**src/apq_pkg.sv**
```systemverilog
`default_nettype none

package apq_pkg;

    localparam int DEPTH_DEF = 8;

    localparam int PRIO_W    = 8;
    localparam int VALUE_W   = 16;
    localparam int STATUS_W  = 2;
    localparam int ENTRY_W   = PRIO_W + VALUE_W;

    // Stream payload widths, rounded up to whole bytes.
    localparam int S_TDATA_W = ((PRIO_W + VALUE_W + 7) / 8) * 8;
    localparam int S_TUSER_W = 1;
    localparam int M_FIELD_W = STATUS_W + PRIO_W + VALUE_W;
    localparam int M_TDATA_W = ((M_FIELD_W + 7) / 8) * 8;
    localparam int M_PAD_W   = M_TDATA_W - M_FIELD_W;

    typedef enum logic [S_TUSER_W-1:0] {
        REQ_INSERT = 1'b0,
        REQ_REMOVE = 1'b1
    } t_req;

    typedef enum logic [STATUS_W-1:0] {
        ST_INSERTED = 2'd0,
        ST_FULL     = 2'd1,
        ST_REMOVED  = 2'd2,
        ST_EMPTY    = 2'd3
    } t_status;

endpackage

`default_nettype wire

```
**src/apq_ram.sv**
```systemverilog
`default_nettype none

// Simple dual-port RAM: one write port, one read port with registered data.
module apq_ram #(
    parameter int WIDTH = 24,
    parameter int DEPTH = 8
) (
    input  wire logic                     i_clk,
    input  wire logic                     i_we,
    input  wire logic [$clog2(DEPTH)-1:0] i_waddr,
    input  wire logic [WIDTH-1:0]         i_wdata,
    input  wire logic                     i_re,
    input  wire logic [$clog2(DEPTH)-1:0] i_raddr,
    output logic      [WIDTH-1:0]         o_rdata
);

    logic [WIDTH-1:0] r_mem [DEPTH];
    logic [WIDTH-1:0] r_rdata;

    always_ff @(posedge i_clk) begin
        if (i_we) begin
            r_mem[i_waddr] <= i_wdata;
        end
        if (i_re) begin
            r_rdata <= r_mem[i_raddr];
        end
    end

    assign o_rdata = r_rdata;

endmodule

`default_nettype wire

```
**src/array_priority_queue.sv**
```systemverilog
`default_nettype none

// Fixed-capacity priority queue of DEPTH (priority, value) pairs kept in arrival
// order in one RAM. An insert transaction (tuser 0) appends the pair at the tail
// and answers in the next cycle with status inserted, or full when all DEPTH
// slots are taken. A remove transaction (tuser 1) scans the occupied slots one
// RAM read per cycle with a single comparator, keeping the earliest entry of the
// highest priority, then moves every later entry down one slot, one read and one
// write per cycle, and returns the pair with status removed; on an empty queue it
// answers at once with status empty. The length of a remove grows with the number
// of stored entries and of entries behind the chosen one, bounded by the single
// RAM read port, and the result then waits until the output register is free.
// The input is not ready while a remove is in progress. One result waits in an
// output register, and the next transaction is accepted while it is taken.
module array_priority_queue #(
    parameter int DEPTH = apq_pkg::DEPTH_DEF
) (
    input  wire logic                          i_clk,
    input  wire logic                          i_rst_n,
    input  wire logic                          s_axis_tvalid,
    output logic                               s_axis_tready,
    // [7:0] in_priority, [23:8] in_value
    input  wire logic [apq_pkg::S_TDATA_W-1:0] s_axis_tdata,
    // [0] req_type
    input  wire logic [apq_pkg::S_TUSER_W-1:0] s_axis_tuser,
    output logic                               m_axis_tvalid,
    input  wire logic                          m_axis_tready,
    // [1:0] status, [9:2] out_priority, [25:10] out_value, [31:26] zero
    output logic      [apq_pkg::M_TDATA_W-1:0] m_axis_tdata
);

    import apq_pkg::*;

    localparam int AW = $clog2(DEPTH);
    localparam int CW = $clog2(DEPTH + 1);

    typedef enum logic [3:0] {
        S_IDLE  = 4'b0001,
        S_SCAN  = 4'b0010,
        S_SHIFT = 4'b0100,
        S_DONE  = 4'b1000
    } t_state;

    t_state               r_state, n_state;
    logic [CW-1:0]        r_count, n_count;
    logic [CW-1:0]        r_ridx,  n_ridx;
    logic                 r_dv,    n_dv;
    logic [AW-1:0]        r_didx,  n_didx;
    logic [AW-1:0]        r_best_slot, n_best_slot;
    logic [PRIO_W-1:0]    r_best_prio, n_best_prio;
    logic [VALUE_W-1:0]   r_best_val,  n_best_val;
    logic                 r_out_valid, n_out_valid;
    t_status              r_out_status, n_out_status;
    logic [PRIO_W-1:0]    r_out_prio,   n_out_prio;
    logic [VALUE_W-1:0]   r_out_val,    n_out_val;

    logic                 ram_we;
    logic [AW-1:0]        ram_waddr;
    logic [ENTRY_W-1:0]   ram_wdata;
    logic                 ram_re;
    logic [AW-1:0]        ram_raddr;
    logic [ENTRY_W-1:0]   ram_rdata;

    logic                 s_accept;
    logic                 out_free;
    t_req                 req;
    logic [PRIO_W-1:0]    in_prio;
    logic [VALUE_W-1:0]   in_val;
    logic [PRIO_W-1:0]    rd_prio;
    logic [VALUE_W-1:0]   rd_val;

    assign req      = t_req'(s_axis_tuser[0]);
    assign in_prio  = s_axis_tdata[PRIO_W-1:0];
    assign in_val   = s_axis_tdata[PRIO_W +: VALUE_W];
    assign rd_prio  = ram_rdata[PRIO_W-1:0];
    assign rd_val   = ram_rdata[PRIO_W +: VALUE_W];

    assign out_free      = !r_out_valid || m_axis_tready;
    assign s_axis_tready = (r_state == S_IDLE) && out_free;
    assign s_accept      = s_axis_tvalid && s_axis_tready;

    apq_ram #(
        .WIDTH (ENTRY_W),
        .DEPTH (DEPTH)
    ) u_ram (
        .i_clk   (i_clk),
        .i_we    (ram_we),
        .i_waddr (ram_waddr),
        .i_wdata (ram_wdata),
        .i_re    (ram_re),
        .i_raddr (ram_raddr),
        .o_rdata (ram_rdata)
    );

    always_comb begin
        n_state      = r_state;
        n_count      = r_count;
        n_ridx       = r_ridx;
        n_dv         = 1'b0;
        n_didx       = r_didx;
        n_best_slot  = r_best_slot;
        n_best_prio  = r_best_prio;
        n_best_val   = r_best_val;
        n_out_valid  = r_out_valid && !m_axis_tready;
        n_out_status = r_out_status;
        n_out_prio   = r_out_prio;
        n_out_val    = r_out_val;
        ram_we       = 1'b0;
        ram_waddr    = r_count[AW-1:0];
        ram_wdata    = {in_val, in_prio};
        ram_re       = 1'b0;
        ram_raddr    = r_ridx[AW-1:0];

        case (r_state)
            S_IDLE: begin
                if (s_accept) begin
                    n_out_prio = '0;
                    n_out_val  = '0;
                    if (req == REQ_INSERT) begin
                        n_out_valid = 1'b1;
                        if (r_count == CW'(DEPTH)) begin
                            n_out_status = ST_FULL;
                        end else begin
                            ram_we       = 1'b1;
                            n_count      = r_count + CW'(1);
                            n_out_status = ST_INSERTED;
                        end
                    end else if (r_count == '0) begin
                        n_out_valid  = 1'b1;
                        n_out_status = ST_EMPTY;
                    end else begin
                        n_ridx  = '0;
                        n_state = S_SCAN;
                    end
                end
            end
            S_SCAN: begin
                // The first slot seeds the maximum; a strict compare keeps the
                // earliest entry among equal priorities.
                if (r_dv && (r_didx == '0 || rd_prio > r_best_prio)) begin
                    n_best_slot = r_didx;
                    n_best_prio = rd_prio;
                    n_best_val  = rd_val;
                end
                if (r_ridx < r_count) begin
                    ram_re = 1'b1;
                    n_ridx = r_ridx + CW'(1);
                    n_dv   = 1'b1;
                    n_didx = r_ridx[AW-1:0];
                end else if (!r_dv) begin
                    n_ridx  = CW'(r_best_slot) + CW'(1);
                    n_state = S_SHIFT;
                end
            end
            S_SHIFT: begin
                // Entry read from slot k + 1 last cycle is written to slot k.
                if (r_dv) begin
                    ram_we    = 1'b1;
                    ram_waddr = r_didx - AW'(1);
                    ram_wdata = ram_rdata;
                end
                if (r_ridx < r_count) begin
                    ram_re = 1'b1;
                    n_ridx = r_ridx + CW'(1);
                    n_dv   = 1'b1;
                    n_didx = r_ridx[AW-1:0];
                end else if (!r_dv) begin
                    n_count = r_count - CW'(1);
                    n_state = S_DONE;
                end
            end
            S_DONE: begin
                if (out_free) begin
                    n_out_valid  = 1'b1;
                    n_out_status = ST_REMOVED;
                    n_out_prio   = r_best_prio;
                    n_out_val    = r_best_val;
                    n_state      = S_IDLE;
                end
            end
            default: begin
                n_state = S_IDLE;
            end
        endcase
    end

    always_ff @(posedge i_clk) begin
        if (!i_rst_n) begin
            r_state     <= S_IDLE;
            r_count     <= '0;
            r_dv        <= 1'b0;
            r_out_valid <= 1'b0;
        end else begin
            r_state     <= n_state;
            r_count     <= n_count;
            r_dv        <= n_dv;
            r_out_valid <= n_out_valid;
        end
    end

    always_ff @(posedge i_clk) begin
        r_ridx       <= n_ridx;
        r_didx       <= n_didx;
        r_best_slot  <= n_best_slot;
        r_best_prio  <= n_best_prio;
        r_best_val   <= n_best_val;
        r_out_status <= n_out_status;
        r_out_prio   <= n_out_prio;
        r_out_val    <= n_out_val;
    end

    assign m_axis_tvalid = r_out_valid;
    assign m_axis_tdata  = {{M_PAD_W{1'b0}}, r_out_val, r_out_prio, r_out_status};

endmodule

`default_nettype wire

```
**config.mk**
```make
export PLATFORM = sky130hd
export DESIGN_NAME = array_priority_queue
export DESIGN_NICKNAME = d
export VERILOG_FILES = /design/src/apq_pkg.sv /design/src/apq_ram.sv /design/src/array_priority_queue.sv
export SDC_FILE = /design/constraint.sdc
export NUM_CORES = 1
export LEC_CHECK = 0
export ABC_AREA = 1
export BUFFER_PORTS_ARGS = -buffer_cell sky130_fd_sc_hd__buf_2
export CORE_MARGIN = 2
export CORE_UTILIZATION = 61
export CTS_BUF_LIST = sky130_fd_sc_hd__clkbuf_16
export CTS_CLUSTER_DIAMETER = 120
export DETAILED_ROUTE_END_ITERATION = 10
export PLACE_DENSITY_LB_ADDON = 0.3
export SLEW_MARGIN = 25
export SYNTH_ARGS = -nofsm -noshare
export SYNTH_HDL_FRONTEND = slang
export SYNTH_SLANG_ARGS = --single-unit
```
**constraint.sdc**
```tcl
create_clock -name i_clk -period 4.45 [get_ports i_clk]
set_input_delay 0.2225 -clock i_clk [delete_from_list [all_inputs] [get_ports i_clk]]
set_output_delay 0.2225 -clock i_clk [all_outputs]
set_load 0.02 [all_outputs]
```
==> results.py, run 1 <==
metrics = {
    "pwr": {
        "total_power_mw": 7.98,
        "p_leak_nw": 5.03,
        "power_density_nw_per_um2": 601,
        "ir_drop_mv": 0.567,
    },
    "timing": {
        "fin_ws_ns": 1.13,
        "hold_viol_final": 0,
        "tightest_slew_ns": 1.01,
        "post-route-min-period_ns": 3.32,
        "min_period_over_period_pct": 74.7,
        "finClkSkew_ns": 0.0114,
        "drv_slew": 0,
        "fmax_ghz": 0.301,
        "hold_slack_ns": 0.0122,
        "slew-limit-headroom_pct": 32.7,
        "final-setup-viol-count": 0,
        "finalSetupTns_ns": 0,
        "grt_setup_unrepaired": "false",
    },
    "setup_path": {
        "cpMaxStageDelayCell": "inv_2",
        "cp-start-kind": "flip-flop",
        "crit_required_ns": 4.65,
        "reg2reg_from": "r_state[0]",
        "cp-end-kind": "flip-flop",
        "crit_fanout": 33,
        "path_cells": "nor2_4 > nand3_4 > inv_2 > o21ai_2 > inv_1 > nand2_1 > nor3_2 > buf_4",
        "cp.arrival_ns": 3.53,
        "critPathMaxStageDelay_ns": 0.57,
        "path_class": "reg -> reg",
        "crit_start": "r_state[0]",
    },
    "routing": {
        "drtIter0Drc": 858,
        "vias_per_cell": 5.77,
        "vias": 7571,
        "drt-pass1-iter-count": 5,
        "routedWlPerCell_um": 18.6,
        "ant_nets": 0,
        "drc": 0,
        "totalWireLength_um": 24400,
    },
    "clock_tree": {
        "cts_hold_buf": 1,
        "cts_tree": "yes",
        "post_cts_buffers": 0,
        "root_buffer": "clkbuf_16",
        "clkTransAtPathRegs_ns": 0.06,
        "cts_buffers": 28,
        "clock-sinks": 286,
        "htree_levels": 1,
        "ctsResizeCount": 0,
        "clk_latency_ns": 0.54,
        "cts.path.max_buffers": 3,
    },
    "grt": {
        "grt_pass1_wl_um": 37700,
        "overflow": 0,
        "groute.usage.overall_pct": 24.1,
        "grt_max_degree": 101,
        "antenna_found_initial": 0,
        "grt_pass1_vias": 6979,
    },
    "synth": {
        "ys_warn_count": 0,
        "synth.cell_area_um2": 11800,
        "yosys-top-cells-area": "edfxtp_1, nor2_1, nand2_1",
        "syn-instance-count": 975,
        "synthArstFlopShare_pct": 0,
        "synth.distinct_cells": 38,
        "synth_top_area_cell": "edfxtp_1",
        "synthTopCellsByCount": "edfxtp_1, nor2_1, nand2_1",
        "ys_ff_latch": 286,
        "yosysMostFrequentCell": "edfxtp_1",
        "synth_top_area_share_pct": 70.2,
        "syn_avg_cell_area_um2": 12.1,
        "yosysSeqAreaShare_pct": 71.9,
        "synth_flop_cell": "edfxtp_1",
        "synth-edff-count": 276,
    },
    "floorplan": {
        "dieArea_um2": 20500,
        "ios": 63,
        "rows": 50,
        "die_h_um": 143,
        "dieWidth_um": 143,
        "core_um2": 18800,
        "initial_core_util_pct": 62.7,
    },
    "place": {
        "placed_area_um2": 12300,
        "gp_congestion": 0.864,
        "dpl_worst_slack_ns": 1.28,
        "hpwlAfterDp_um": 14500,
        "portBuffers": 56,
        "dp_cells": 1260,
    },
    "finish": {
        "layout-drive-gt1-share_pct": 14.1,
        "num-nets-final": 1079,
        "n_antenna_cell": 0,
        "finish.utilization_pct": 70.6,
        "instances_no_fill": 1312,
        "postLayoutCellArea_um2": 13300,
        "areaGrowthSynthToFinish_pct": 12.6,
    },
    "hold_path": {
        "hp-start": "s_axis_tuser",
        "hold_class": "in -> reg",
    },
    "run_status": {
        "outcome": "completed",
    },
    "job": {
        "maxCapViolCount": 0,
    },
}
[worst paths after layout]
path	depth (start not counted)	slack, ns	to
max	8	1.13	u_ram.r_mem[1][6]
min	3	0.01	r_out_status[1]
max reg2reg	8	1.13	u_ram.r_mem[1][6]
min reg2reg	0	0.45	r_best_val[15]
[power breakdown]
group	switching (mW)	internal [mW]	total, mW
Clock	0.960	1.40	2.36
Sequential	0.0974	3.29	3.39
Combinational	1.58	0.657	2.23
[layer usage]
layer	share of wire (%)	track usage (%)
met3	8.4	3.96
met5	0	0
met2	47	37.7
met4	1.9	6.31
met1	43	35.9
[state kept, by name, summed over array words and instances (netlist names), 2 cells and up]
register       cells
r_best_prio        8
r_best_slot        3
r_best_val        16
r_count            4
r_didx             3
r_out_prio         8
r_out_status       2
r_out_val         16
r_ridx             4
r_state            4
u_ram.o_rdata     24
u_ram.r_mem      192
[cell type report]
type                       instances  area [µm²]
sequential                       286        8490
tap                              260         325
clock buffer                      29         726
clock inverter                    21         193
timing repair buffer              72         410
fill                            1266        5540
inverter                          61         229
multi-input combinational        583        2920
[cell families after synthesis]
kind of cell / share of synthesized area, %
XOR/XNOR: 0.371
other: 0.0318
flip-flops: 71.9
adder cells (fa/ha/maj): 1.97
buffers and inverters: 3.94
AO/OA/AOI/OAI: 7.25
AND/OR/NAND/NOR: 14.5
[worst max-delay path, delay by kind of cell, from the launching register on]
kind	cells	cell delay, ns
buf+inv	3	1.16
flops	1	0.37
compound gates	1	0.15
simple gates	4	1.28
[layout by cell type, fill, tap and decap left out, drive strengths merged]
cell,count
clkinvlp,1
o21a,2
nor2,205
o32ai,48
o21ai,60
fa,1
conb,6
o31ai,1
ha,17
dlygate4sd3,1
dfxtp,10
nor3,6
inv,65
nand3b,1
bufinv,4
nand4,3
xnor2,2
a21oi,12
nand2,197
a22oi,1
clkbuf,29
xor2,3
buf,71
nand3,15
o22ai,3
clkinv,12
edfxtp,276
Note: power is estimated with default switching activity, not from simulation.
==> run 2, diff against run 1 <==
--- a/config.mk
+++ b/config.mk
@@ -5,7 +5,7 @@
 export SDC_FILE = /design/constraint.sdc
 export NUM_CORES = 1
 export LEC_CHECK = 0
-export ABC_AREA = 1
+export ABC_AREA = 0
 export BUFFER_PORTS_ARGS = -buffer_cell sky130_fd_sc_hd__buf_2
 export CORE_MARGIN = 2
 export CORE_UTILIZATION = 61
==> constraint.sdc (replaced) <==
create_clock -name i_clk -period 3.4 [get_ports i_clk]
set_input_delay 0.17 -clock i_clk [delete_from_list [all_inputs] [get_ports i_clk]]
set_output_delay 0.17 -clock i_clk [all_outputs]
set_load 0.02 [all_outputs]
==> results.py, run 2 <==
metrics = {
    "routing": {
        "drc": 0,
        "ant_nets": 0,
        "drt-pass1-iter-count": 5,
        "totalWireLength_um": 22700,
        "vias": 6020,
        "routedWlPerCell_um": 23.2,
        "vias_per_cell": 6.17,
        "drtIter0Drc": 473,
    },
    "grt": {
        "grt_pass1_wl_um": 34900,
        "grt_max_degree": 53,
        "overflow": 0,
        "groute.usage.overall_pct": 23.2,
        "grt_pass1_vias": 6037,
        "antenna_found_initial": 0,
    },
    "setup_path": {
        "cp.arrival_ns": 2.84,
        "path_cells": "nor2_1 > and3_1 > buf_4 > a21oi_1 > nor2_2 > buf_4",
        "cpMaxStageDelayCell": "nor2_1",
        "cp-end-kind": "flip-flop",
        "critPathMaxStageDelay_ns": 0.44,
        "reg2reg_from": "r_state[3]",
        "path_common_cell": "buf_4",
        "crit_start": "r_state[3]",
        "cp.buffers_inverters": 2,
        "crit_required_ns": 3.59,
        "cp-start-kind": "flip-flop",
        "critPathTopFamily": "simple AND/OR/NAND/NOR gates",
        "crit_fanout": 25,
        "path_class": "reg -> reg",
    },
    "clock_tree": {
        "root_buffer": "clkbuf_16",
        "cts_hold_buf": 2,
        "cts_buffers": 28,
        "post_cts_buffers": 0,
        "clk_latency_ns": 0.54,
        "cts_tree": "yes",
        "clkTransAtPathRegs_ns": 0.06,
        "ctsResizeCount": 0,
        "clock-sinks": 286,
        "cts.path.max_buffers": 3,
        "htree_levels": 1,
    },
    "synth": {
        "synth_flop_cell": "edfxtp_1",
        "synth_top_area_cell": "edfxtp_1",
        "synth_top_area_share_pct": 72.2,
        "syn_avg_cell_area_um2": 18.1,
        "syn-instance-count": 634,
        "synth-edff-count": 276,
        "synth.cell_area_um2": 11500,
        "synthArstFlopShare_pct": 0,
        "yosys-top-cells-area": "edfxtp_1, mux4_2, nand2_1",
        "synthTopCellsByCount": "edfxtp_1, nand2_1, mux4_2",
        "yosysSeqAreaShare_pct": 73.9,
        "synth.distinct_cells": 53,
        "ys_warn_count": 0,
        "yosysMostFrequentCell": "edfxtp_1",
        "ys_ff_latch": 286,
    },
    "floorplan": {
        "initial_core_util_pct": 61.8,
        "dieArea_um2": 19900,
        "ios": 63,
        "core_um2": 18600,
        "rows": 50,
        "die_h_um": 141,
        "dieWidth_um": 141,
    },
    "pwr": {
        "power_density_nw_per_um2": 616,
        "seqPwrFrac_pct": 51.4,
        "p_sw_share_pct": 22.7,
        "p_clk_share_pct": 39.1,
        "p_leak_nw": 4.59,
        "ir_drop_mv": 0.481,
        "p_sw_mw": 1.83,
        "power_frac_comb_pct": 9.5,
        "p_int_mw": 6.23,
    },
    "run_status": {
        "outcome": "completed",
    },
    "timing": {
        "post-route-min-period_ns": 2.65,
        "final-setup-viol-count": 0,
        "grt_setup_unrepaired": "false",
        "fmax_ghz": 0.377,
        "hold_viol_final": 0,
        "finClkSkew_ns": 0.0139,
        "finalSetupTns_ns": 0,
        "min_period_over_period_pct": 78.0,
        "slew-limit-headroom_pct": 47.0,
        "drv_slew": 0,
        "tightest_slew_ns": 0.786,
    },
    "finish": {
        "largest_register_ffs": 192,
        "num-nets-final": 766,
        "multi_input_area_um2": 2820,
        "layout-drive-gt1-share_pct": 28.2,
        "seqCellArea_um2": 8490,
        "n_antenna_cell": 0,
        "areaGrowthSynthToFinish_pct": 14.0,
        "final_cell_mix": "edfxtp_1, nand2_1, buf_2, mux4_2, clkbuf_16",
        "fillers": 1105,
        "final_common_cell": "edfxtp_1",
        "largest-register": "u_ram.r_mem",
        "instances_no_fill": 975,
    },
    "job": {
        "maxCapViolCount": 0,
    },
    "hold_path": {
        "hold_class": "in -> reg",
        "hp-start": "s_axis_tdata[11]",
    },
    "place": {
        "gp_congestion": 0.847,
        "portBuffers": 56,
        "dp_cells": 921,
        "hpwlAfterDp_um": 14200,
    },
}
run 2: cell count changes after synthesis, sizes merged, moves of 14 or more:
cell	delta
mux2	+24
o32ai	-47
mux4	+48
and2	+21
clkbuf	-14
inv	-44
o21ai	-56
nor2	-181
nand2	-118
run 2: final timing paths:
kind                             end  slack, ns  cells past startpoint
setup / recovery   u_ram.r_mem[0][7]       0.75                      6
setup reg to reg   u_ram.r_mem[0][7]       0.75                      6
hold reg to reg        r_best_val[8]       0.45                      0
hold / removal    u_ram.r_mem[5][11]       0.09                      3
run 2: logic make-up (layout without fill, tap and decap cells):
family,after synthesis,after routing,share of synthesized area (%)
mux,74,74,11.9
compound gates,39,39,2.67
other cells,1,6,0.0327
xor+xnor,9,9,0.687
buf+inv,46,148,1.90
fa+ha+maj,18,18,2.03
simple gates,161,161,6.80
flops,286,286,73.9
run 2: tightest hold or removal path, stage by stage:
cell,delay [ns]
buf_2,0.07
nand2_1,0.04
nand2_1,0.18
run 2: power groups by stage:
| stage | Sequential, mW | Clock (mW) | Combinational, mW |
|---|---|---|---|
| global placement | 4.21 | 0 | 0.748 |
| CTS | 4.14 | 3.19 | 0.773 |
| floorplan | 4.30 | 0 | 0.422 |
| detailed placement | 4.22 | 0 | 0.764 |
| finish | 4.14 | 3.15 | 0.767 |
| global route | 4.16 | 3.33 | 0.820 |
run 2: area by class of cell:
type / count / share of cell area (%)
flip-flops and latches: 286 / 64.9
repair buffers: 80 / 3.65
multi-input cells: 307 / 21.6
clock buffers: 28 / 5.35
well taps: 234 / 2.24
clock inverters: 24 / 1.88
inverters: 16 / 0.459
run 2: layer usage:
metal | vias to the layer above | track usage (%) | share of wire [%]
met2 | 273 | 36.9 | 49
met3 | 33 | 3.57 | 7.0
met1 | 3092 | 35.2 | 43
li1 | 2622 | - | -
met5 | - | 0 | 0
met4 | 0 | 4.89 | 1.6
run 2: per-stage QoR:
stage | worst slack (ns) | util (%) | hold slack, ns | cell area, µm² | power (mW)
after CTS | 0.762 | 70.4 | 0.0668 | 13100 | 8.11
after floorplan | 0.353 | - | 0.317 | 11500 | 4.73
after global routing | 0.582 | 70.4 | 0.109 | 13100 | 8.31
final | 0.749 | 70.4 | 0.0876 | 13100 | 8.06
after detailed placement | 0.793 | 65.2 | 0.435 | 12100 | 4.98
after global placement | 0.901 | 65.2 | 0.437 | 12100 | 4.95
==> run 3, diff against run 2 <==
--- a/config.mk
+++ b/config.mk
@@ -8,7 +8,7 @@
 export ABC_AREA = 0
 export BUFFER_PORTS_ARGS = -buffer_cell sky130_fd_sc_hd__buf_2
 export CORE_MARGIN = 2
-export CORE_UTILIZATION = 61
+export CORE_UTILIZATION = 55
 export CTS_BUF_LIST = sky130_fd_sc_hd__clkbuf_16
 export CTS_CLUSTER_DIAMETER = 120
 export DETAILED_ROUTE_END_ITERATION = 10
==> constraint.sdc (replaced) <==
create_clock -name i_clk -period 2.4 [get_ports i_clk]
set_input_delay 0.12 -clock i_clk [delete_from_list [all_inputs] [get_ports i_clk]]
set_output_delay 0.12 -clock i_clk [all_outputs]
set_load 0.02 [all_outputs]
==> results.py, run 3 (synthesized netlist as in run 2, its figures left out) <==
metrics = {
    "run_status": {
        "outcome": "completed",
    },
    "clock_tree": {
        "cts_tree": "yes",
        "cts_buffers": 28,
        "ctsResizeCount": 0,
        "htree_levels": 1,
        "cts_hold_buf": 2,
        "clk_latency_ns": 0.54,
        "root_buffer": "clkbuf_16",
        "clkTransAtPathRegs_ns": 0.06,
        "clock-sinks": 286,
        "cts.path.max_buffers": 3,
        "post_cts_buffers": 0,
    },
    "setup_path": {
        "cp.arrival_ns": 2.46,
        "path_cells": "nor4b_2 > nand4b_2 > nor3_1 > a21oi_1 > nor2_2 > buf_4",
        "cp-start-kind": "flip-flop",
        "critPathMaxStageDelay_ns": 0.42,
        "crit_fanout": 8,
        "cp-end-kind": "flip-flop",
        "crit_required_ns": 2.64,
        "cpMaxStageDelayCell": "dfxtp_1",
        "path_class": "reg -> reg",
    },
    "finish": {
        "largest-register": "u_ram.r_mem",
        "areaGrowthSynthToFinish_pct": 15.9,
        "n_antenna_cell": 0,
        "final_cell_mix": "edfxtp_1, nand2_1, buf_2, mux4_2, clkbuf_16",
        "largest_register_ffs": 192,
        "fillers": 1386,
        "instances_no_fill": 1023,
        "final_common_cell": "edfxtp_1",
        "layout-drive-gt1-share_pct": 29.5,
        "num-nets-final": 778,
        "postLayoutCellArea_um2": 13300,
    },
    "timing": {
        "slew-limit-headroom_pct": 44.2,
        "hold_slack_ns": 0.0353,
        "tightest_slew_ns": 0.829,
        "hold_viol_final": 0,
        "fmax_ghz": 0.451,
        "final-setup-viol-count": 0,
        "post-route-min-period_ns": 2.22,
        "finalSetupTns_ns": 0,
        "finClkSkew_ns": 0.0147,
        "drv_slew": 0,
        "min_period_over_period_pct": 92.4,
        "grt_setup_unrepaired": "false",
    },
    "grt": {
        "groute.usage.overall_pct": 20.5,
        "grt_max_degree": 53,
        "met3_usage_pct": 3.34,
        "gr-usage-met2_pct": 34.5,
        "antenna_found_initial": 0,
        "grt_pass1_wl_um": 34400,
        "overflow": 0,
        "busiest_layer": "met2",
        "grt_pass1_vias": 6128,
        "met1_usage_pct": 28.6,
    },
    "floorplan": {
        "initial_core_util_pct": 56.4,
        "core_um2": 20400,
        "dieArea_um2": 22000,
        "dieWidth_um": 148,
        "rows": 52,
        "ios": 63,
        "die_h_um": 148,
    },
    "place": {
        "placed_area_um2": 12400,
        "hpwlAfterDp_um": 13700,
        "portBuffers": 56,
        "dp_cells": 969,
        "gp_congestion": 0.828,
    },
    "pwr": {
        "p_sw_mw": 2.58,
        "power_frac_comb_pct": 10.2,
        "seqPwrFrac_pct": 52.1,
        "p_leak_nw": 4.67,
        "p_sw_share_pct": 22.9,
        "ir_drop_mv": 0.543,
        "p_clk_share_pct": 37.7,
        "power_density_nw_per_um2": 845,
        "p_int_mw": 8.66,
    },
    "routing": {
        "drc": 0,
        "vias": 5849,
        "routedWlPerCell_um": 21.4,
        "drt-pass1-iter-count": 5,
        "totalWireLength_um": 21900,
        "vias_per_cell": 5.72,
        "drtIter0Drc": 553,
        "ant_nets": 0,
    },
    "job": {
        "maxCapViolCount": 0,
    },
    "hold_path": {
        "hold_class": "in -> reg",
    },
}
-- run 3: cell count changes in the layout (fill, tap and decap cells not counted), moves of 2 or more --
cell,delta
clkinvlp_4,+2
clkinv_1,-3
buf_4,+3
inv_1,+3
bufinv_16,-2
buf_12,+9
-- run 3: worst paths after layout --
check / from / endpoint / slack [ns] / cells past startpoint
setup / recovery: r_state[1] / u_ram.r_mem[4][0] / 0.18 / 6
hold / removal: s_axis_tdata[14] / u_ram.r_mem[6][14] / 0.04 / 3
setup reg to reg: r_state[1] / u_ram.r_mem[4][0] / 0.18 / 6
hold reg to reg: u_ram.o_rdata[15] / r_best_val[7] / 0.45 / 0
-- run 3: layer usage --
metal / vias to the layer above / part of all wire (%) / wire, µm
met4: 0 / 1.8 / 399
met5: - / 0 / 0
met3: 30 / 6.0 / 1330
met2: 191 / 51 / 11100
met1: 2986 / 42 / 9100
li1: 2642 / - / -
-- run 3: worst max-delay path, delay by kind of cell (launching register included) --
kind            cells  cell delay, ns
compound gates      1            0.16
buf+inv             1            0.22
flops               1            0.42
simple gates        4            1.12
-- run 3: cell type report --
class	count	area (µm²)	share of cell area [%]
multi-input cells	307	2830	21.3
clock inverters	24	201	1.51
repair buffers	92	681	5.12
inverters	16	60.1	0.452
clock buffers	28	701	5.27
flip-flops and latches	286	8490	63.8
well taps	270	338	2.54
-- run 3: metrics by stage --
step	utilization, %	power (mW)	setup slack (ns)
floorplan	-	6.70	-0.373
global route	65.3	11.6	0.0841
global placement	60.8	7.07	0.289
CTS	65.3	11.3	0.188
finish	65.3	11.2	0.183
detailed placement	60.8	7.11	0.223
-- run 3: power groups by stage --
stage / clock, mW / sequential [mW] / combinational (mW)
2_1_floorplan: 0 / 6.09 / 0.607
3_3_place_gp: 0 / 5.94 / 1.13
3_5_place_dp: 0 / 5.96 / 1.15
4_1_cts: 4.32 / 5.85 / 1.17
5_1_grt: 4.51 / 5.88 / 1.24
6_report: 4.24 / 5.85 / 1.15
